**src/sv/mshw_pkg.sv**
```systemverilog
package mshw_pkg;

   localparam int NUM_SLOTS = 16;
   localparam int SLOT_W = 4;
   localparam int IDX_W = (NUM_SLOTS > 1) ? $clog2(NUM_SLOTS) : 1;
   localparam int CNT_W = $clog2(NUM_SLOTS + 1);
   localparam int TIME_W = 64;
   localparam int TMO_W = 36;
   localparam int NUM_TYPES = 6;
   localparam int CSR_IDX_W = 3;
   localparam int CSR_DATA_W = 16;

   localparam logic [TMO_W-1:0] ONE_SEC_US = TMO_W'(1000000);
   localparam logic [TMO_W-1:0] DEFAULT_TMO_US = TMO_W'(60000000);

   localparam logic [1:0] RS_NOT_STARTED = 2'd0;
   localparam logic [1:0] RS_RUNNING = 2'd1;
   localparam logic [1:0] RS_STOPPED = 2'd3;

   typedef enum logic [2:0] {
      MODE_REGISTER   = 3'd0,
      MODE_UNREGISTER = 3'd1,
      MODE_HEARTBEAT  = 3'd2,
      MODE_SET_RUN    = 3'd3,
      MODE_SWEEP      = 3'd4,
      MODE_CLEAR      = 3'd5
   } mode_type;

   typedef enum logic [2:0] {
      CELL_NOP,
      CELL_ALLOC,
      CELL_RELEASE,
      CELL_BEAT,
      CELL_SET_RUN,
      CELL_CLEAR
   } cell_op_type;

   typedef struct packed {
      logic [2:0] mode;
      logic [TIME_W-1:0] now_us;
      logic [SLOT_W-1:0] slot;
      logic [2:0] client_type;
      logic [1:0] run_state;
   } req_item_type;

   typedef struct packed {
      logic result_valid;
      logic op_ok;
      logic [SLOT_W-1:0] slot_out;
      logic health;
      logic new_timeout;
      logic [TIME_W-1:0] elapsed_us;
      logic last;
   } rsp_item_type;

   typedef struct packed {
      cell_op_type op;
      logic [TIME_W-1:0] now_us;
      logic [2:0] client_type;
      logic [1:0] run_state;
   } cell_cmd_type;

   typedef struct packed {
      logic tok;
      logic [TIME_W-1:0] now_us;
   } sweep_bus_type;

   typedef struct packed {
      logic registered;
      logic health;
   } cell_stat_type;

   typedef struct packed {
      logic health;
      logic new_timeout;
      logic [TIME_W-1:0] elapsed_us;
   } cell_res_type;

   typedef logic [NUM_TYPES-1:0][TMO_W-1:0] tmo_table_type;

endpackage

```
**src/sv/mshw_cell.sv**
```systemverilog
module mshw_cell (
   input  logic                  clock,
   input  logic                  reset,
   input  mshw_pkg::cell_cmd_type  cmd,
   input  logic                  sel,
   input  logic                  visit,
   input  mshw_pkg::tmo_table_type tmo_us,
   input  mshw_pkg::sweep_bus_type sweep_in,
   output mshw_pkg::sweep_bus_type sweep_out,
   output mshw_pkg::cell_stat_type stat,
   output mshw_pkg::cell_res_type  res
);

   logic registered_ff, registered_in;
   logic health_ff, health_in;
   logic [1:0] run_state_ff, run_state_in;
   logic [2:0] type_ff, type_in;
   logic [mshw_pkg::TIME_W-1:0] beat_ff, beat_in;
   logic tok_ff;
   logic [mshw_pkg::TIME_W-1:0] now_ff;

   logic running;
   logic timed_out;
   logic [mshw_pkg::TMO_W-1:0] limit;
   logic [mshw_pkg::TIME_W-1:0] elapsed;

   always_comb begin
      if (type_ff < 3'(mshw_pkg::NUM_TYPES)) begin
         limit = tmo_us[type_ff];
      end else begin
         limit = mshw_pkg::DEFAULT_TMO_US;
      end
      running = (run_state_ff == mshw_pkg::RS_RUNNING);
      elapsed = running ? (now_ff - beat_ff) : '0;
      timed_out = running && (elapsed > mshw_pkg::TIME_W'(limit));
   end

   always_comb begin
      registered_in = registered_ff;
      health_in = health_ff;
      run_state_in = run_state_ff;
      type_in = type_ff;
      beat_in = beat_ff;
      if (tok_ff && visit) begin
         health_in = timed_out;
      end
      unique case (cmd.op)
         mshw_pkg::CELL_ALLOC: begin
            if (sel) begin
               registered_in = 1'b1;
               health_in = 1'b0;
               run_state_in = mshw_pkg::RS_NOT_STARTED;
               type_in = cmd.client_type;
               beat_in = cmd.now_us;
            end
         end
         mshw_pkg::CELL_RELEASE: begin
            if (sel) begin
               registered_in = 1'b0;
               run_state_in = mshw_pkg::RS_STOPPED;
            end
         end
         mshw_pkg::CELL_BEAT: begin
            if (sel) begin
               beat_in = cmd.now_us;
            end
         end
         mshw_pkg::CELL_SET_RUN: begin
            if (sel) begin
               run_state_in = cmd.run_state;
            end
         end
         mshw_pkg::CELL_CLEAR: begin
            registered_in = 1'b0;
         end
         default: begin
         end
      endcase
   end

   always_ff @(posedge clock) begin
      if (reset) begin
         registered_ff <= 1'b0;
         health_ff <= 1'b0;
         run_state_ff <= mshw_pkg::RS_NOT_STARTED;
         tok_ff <= 1'b0;
      end else begin
         registered_ff <= registered_in;
         health_ff <= health_in;
         run_state_ff <= run_state_in;
         tok_ff <= sweep_in.tok;
      end
   end

   always_ff @(posedge clock) begin
      type_ff <= type_in;
      beat_ff <= beat_in;
      now_ff <= sweep_in.now_us;
   end

   assign sweep_out.tok = tok_ff;
   assign sweep_out.now_us = now_ff;
   assign stat.registered = registered_ff;
   assign stat.health = health_ff;
   assign res.health = timed_out;
   assign res.new_timeout = timed_out && !health_ff;
   assign res.elapsed_us = elapsed;

endmodule

```
**config.mk**
```make
export PLATFORM = sky130hd
export DESIGN_NAME = mshw_cell
export DESIGN_NICKNAME = d
export VERILOG_FILES = /design/src/sv/mshw_pkg.sv /design/src/sv/mshw_cell.sv
export SDC_FILE = /design/constraint.sdc
export NUM_CORES = 1
export LEC_CHECK = 0
export BUFFER_PORTS_ARGS = -buffer_cell sky130_fd_sc_hd__buf_4
export CORE_ASPECT_RATIO = 0.7
export CORE_MARGIN = 2
export CORE_UTILIZATION = 35
export DETAILED_ROUTE_END_ITERATION = 7
export GPL_ROUTABILITY_DRIVEN = 0
export MAX_ROUTING_LAYER = met4
export PLACE_DENSITY_LB_ADDON = 0.12
export SKIP_CTS_REPAIR_TIMING = 1
export SLEW_MARGIN = 20
export SYNTH_ARGS = -nofsm -noshare
export SYNTH_HDL_FRONTEND = slang
export SYNTH_SLANG_ARGS = --single-unit
```
**constraint.sdc**
```tcl
create_clock -name clock -period 11.3 [get_ports clock]
set_input_delay 0.565 -clock clock [delete_from_list [all_inputs] [get_ports clock]]
set_output_delay 0.565 -clock clock [all_outputs]
set_load 0.01 [all_outputs]
```
# Word level (Yosys, flattened, before mapping)
# Index checks and enable logic that the tools add are counted.
# word_totals
register_bits,136
word_cells,45
in_bits,357
# op_classes
addsub,1
n_lt_le_gt_ge,3
muxes,14
reduce_logical,11
eq_ne,9
# ops
operator,count
36-bit binary-select mux with 3-bit select,1
36-bit two-way mux,2
64-bit by 36-bit > comparator with 1-bit output,1
64-bit two-way mux,1
64-bit subtractor,1
3-bit by 2-bit == test with 1-bit output (second input constant),2
3-bit == test (second input constant),2
2-bit two-way mux,3
2-bit inequality test (second input constant),3
2-bit case mux with 3 select lines,1
3-bit nonzero test,2
1-bit two-way mux,5
3-bit by 4-bit less-than comparator with 1-bit output (second input constant),1
2-bit AND reduction,2
4-bit AND reduction,1
3-bit by 1-bit == test with 1-bit output (second input constant),1
1-bit logical AND,3
3-bit less-than comparator (second input constant),1
1-bit case mux with 3 select lines,1
3-bit AND reduction,1
2-bit by 1-bit == test with 1-bit output (second input constant),1
2-bit OR reduction,1
1-bit zero test,1

# Depth between registers and ports, before layout
# depth
word_depth,8
depth_mapped,24
mapped_depth_nobuf,23

# Worst setup path before layout
# OpenSTA, ideal clock, no wires.
# synth_path
kind,reg-to-output
from,register now_ff[0] (netlist name)
to,output port res[65] (netlist name)
n_path_buf,1
path_stages_with_launch,22
setup_slack_ns,6.077
required_time_ns,10.735
arrival_ns,4.658
path_cell_list,dfxtp_1 inv_1 ha_1 inv_1 fa_1 a21oi_1 or3b_4 a2111oi_4 nor3_2 o41ai_1 a21oi_1 xor2_1 nor2_1 ha_1 a21o_1 a2111oi_0 a31oi_1 nor4_1 o2111ai_1 nor4_2 a21oi_1 buf_4
# synth_lines
element,line_no,text
"start, declared",mshw_cell.sv:20,logic [mshw_pkg::TIME_W-1:0] now_ff;
"start signal, assigned",mshw_cell.sv:98,now_ff <= sweep_in.now_us;
"end, declared",mshw_cell.sv:11,output mshw_pkg::cell_res_type res

==> impl_metrics.py <==
metrics = {
    "finish": {
        "nFillCells": 2991,
        "layout.nets": 2109,
        "areaGrowthSynthToFinish_pct": 41.6,
        "post-route-cell-area_mm2": 0.0155,
        "regArea_mm2": 0.00339,
        "drive_above_1_share_pct": 38.6,
        "multi_input_area_mm2": 0.00700,
    },
    "power_and_ir_drop": {
        "internal_power_w": 0.00109,
        "clkPwrFrac_pct": 33.5,
        "switching_share_pct": 33.3,
        "power.density_mw_per_mm2": 105,
        "pwr-share-seq_pct": 34.2,
        "combPwrFrac_pct": 32.3,
        "worst_ir_drop_vdd_v": 0.0000909,
        "p_leak_nw": 7.02,
        "switching_power_w": 0.000545,
    },
    "route": {
        "drt-met1-wl_mm": 21.3,
        "vias": 11500,
        "routed_wl_mm": 45.8,
        "met2_length_mm": 20.1,
        "ant_nets": 0,
        "wl_met3_mm": 3.60,
        "route.detailed.drc": 0,
        "highest_layer": "met4",
        "wl_per_cell_um": 21.9,
        "first_pass_iters": 5,
        "route.detailed.vias_per_inst": 5.49,
        "first_iter_violations": 1016,
    },
    "timing": {
        "fmax_ghz": 0.146,
        "whs_ps": 211,
        "relSlewSlack_pct": 43.4,
        "clock-skew-final_ps": 16.0,
        "tightest_slew_ps": 838,
        "fin_crit_sh_pct": 60.8,
        "hold_viol": 0,
        "setup_viol_count_final": 0,
        "fin_setup_tns_ps": 0,
        "setup_ws_ps": 4430,
        "rsz0062_at_grt": "no",
        "slew_viol_final": 0,
        "fin_crit_ps": 6870,
    },
    "worst_setup_path": {
        "worst_ep_required_time_ps": 10740,
        "path_delay_family": "compound AO/OA/AOI/OAI gates",
        "critPathMaxFanout": 5,
        "worst_path_max_delay_cell": "o41ai_1",
        "cp_cell_sequence": "inv_1 -> ha_1 -> inv_1 -> fa_1 -> a21oi_1 -> or3b_4 -> a2111oi_4 -> nor3_2 -> o41ai_1 -> a21oi_1 -> xor2_1 -> nor2_1 -> ha_1 -> nand2_1 -> o21ai_0 -> a2111oi_0 -> a31oi_1 -> nor4_1 -> o2111ai_1 -> nor4_2 -> a211oi_1 -> buf_4",
        "cp_data_arrival_time_ps": 6310,
        "path_class": "register to output pin",
        "r2r_setup_slack_ps": 5480,
        "start_kind": "register",
        "cp_num_buf_inv": 3,
        "cpPeakStageDelay_ps": 640,
        "end_kind": "output pin",
    },
    "logic_synthesis": {
        "synth_edf_count": 67,
        "synth_cell_types": 88,
        "post_synth.cell_area_avg_um2": 9.20,
        "seq_area_frac_synth_pct": 31.0,
        "ys_ff_latch": 136,
        "synthFlopType": "dfxtp_1",
        "syn-cell-area_mm2": 0.0110,
        "synth_cells": 1191,
        "synth_nets": 1648,
        "synth-warning-count": 0,
        "async_flop_share_pct": 0,
    },
    "outcome": {
        "status": "completed",
    },
    "place": {
        "hpwlAfterDp_mm": 38.5,
        "io_buffers": 489,
        "post-place-ws_ps": 4940,
        "placed_area_mm2": 0.0149,
    },
    "die": {
        "core-area_mm2": 0.0310,
        "die_w_um": 215,
        "dieArea_mm2": 0.0328,
        "die_y_um": 152,
        "rows": 54,
        "ios": 490,
        "start_util_pct": 35.3,
    },
    "global_route": {
        "grt_pass1_vias": 11000,
        "grt_pass1_wl_mm": 68.0,
        "grt_usage_pct": 28.3,
        "grt_max_degree": 63,
        "antenna_found_initial": 5,
        "grt_overflow": 0,
    },
    "clocking": {
        "cts_tree": "built",
        "clockBufferDepth": 2,
        "cts_made_buffers": 17,
        "clkLatencyLatePin_ps": 460,
        "htree_levels": 4,
        "clockRootBuffer": "clkbuf_16",
        "path_clk_slew_ps": 80,
        "cts_sinks": 136,
    },
    "worst_hold_path": {
        "min_path_type": "input pin to register",
    },
    "job": {
        "drv_cap": 0,
    },
}
## cell usage after synthesis, drive strengths merged, types with 4 or more instances
master | number | area (um^2)
a2111oi | 5 | 68.8
and2 | 4 | 25.0
buf | 24 | 164
a31oi | 5 | 31.3
xor2 | 26 | 228
nor3 | 23 | 135
nor2 | 123 | 462
nor4 | 10 | 68.8
o21bai | 10 | 75.1
clkbuf | 31 | 118
and4 | 5 | 43.8
a211o | 4 | 35.0
nand2b | 6 | 37.5
ha | 99 | 1240
a22oi | 25 | 188
and3 | 6 | 37.5
mux4 | 36 | 811
mux2i | 6 | 60.1
a21o | 27 | 203
edfxtp | 67 | 2010
o31ai | 5 | 56.3
dfxtp | 69 | 1380
a221oi | 5 | 56.3
o211ai | 9 | 81.3
xnor2 | 25 | 219
inv | 78 | 293
o21a | 11 | 82.6
a22o | 4 | 35.0
o31a | 5 | 45.0
nor2b | 6 | 37.5
nand2 | 96 | 363
nand3 | 14 | 70.1
nand4 | 35 | 234
or3 | 7 | 45.1
or2 | 5 | 31.3
mux2 | 37 | 417
nor3b | 4 | 35.0
a21oi | 112 | 579
a211oi | 12 | 105
o22ai | 11 | 68.8
o21ai | 65 | 325
## kinds of logic after synthesis
logic type / share of synthesized area (%)
AO/OA/AOI/OAI: 21.1
AND/OR/NAND/NOR: 15.4
buffers and inverters: 5.24
multiplexers: 11.8
XOR/XNOR: 4.08
adder cells (fa/ha/maj): 11.5
flip-flops: 31.0
## power by group through the flow
stage / sequential, W / combinational [W] / clock, W
after floorplan: 0.000569 / 0.000289 / 0
after global placement: 0.000569 / 0.000515 / 0
after detailed placement: 0.000569 / 0.000518 / 0
after CTS: 0.000559 / 0.000521 / 0.000565
after global routing: 0.000561 / 0.000570 / 0.000584
final: 0.000559 / 0.000527 / 0.000548
## final cells by class
cell class | count | area share (%)
Antenna cell | 5 | 0.0806
Inverter | 78 | 1.89
Clock inverter | 13 | 0.701
Multi-Input combinational cell | 922 | 45.1
Timing Repair Buffer | 497 | 24.0
Sequential cell | 136 | 21.9
Tap cell | 420 | 3.39
Clock buffer | 19 | 2.93
## path summary, 6_finish.rpt
check	to	cells after the start	from
hold reg to reg	registered_ff	2	registered_ff
setup / recovery	res[64]	22	now_ff[0]
setup reg to reg	health_ff	21	now_ff[0]
hold / removal	now_ff[6]	1	sweep_in[6]
## layout by cell type (no fill, tap or decap), types with 36 or more instances in the layout
cell and instances:
a21oi_1 107, buf_4 497, dfxtp_1 69, edfxtp_1 67
ha_1 99, inv_1 77, mux2_2 37, mux4_2 36
nand2_1 94, nor2_1 121, o21ai_0 55
## layer usage
metal,GRT usage (%),vias to the layer above
met3,6.11,43
met1,40.3,5539
met4,7.91,0
li1,-,5401
met2,40.2,484
met5,-,-
## registers in the layout, indices dropped and copies added (netlist names)
signal,cells
health_ff,1
run_state_ff,2
registered_ff,1
now_ff,64
type_ff,3
tok_ff,1
beat_ff,64
## metrics by stage
| stage | utilization (%) | cells | total power [W] |
|---|---|---|---|
| 2_1_floorplan | - | 1191 | 0.000859 |
| 3_3_place_gp | 48.2 | 2053 | 0.00108 |
| 3_5_place_dp | 48.2 | 2053 | 0.00109 |
| 4_1_cts | 50.0 | 2085 | 0.00164 |
| 5_1_grt | 50.0 | 2090 | 0.00172 |
| 6_report | 50.0 | 2090 | 0.00163 |
Power figures use the tool's default switching activity.
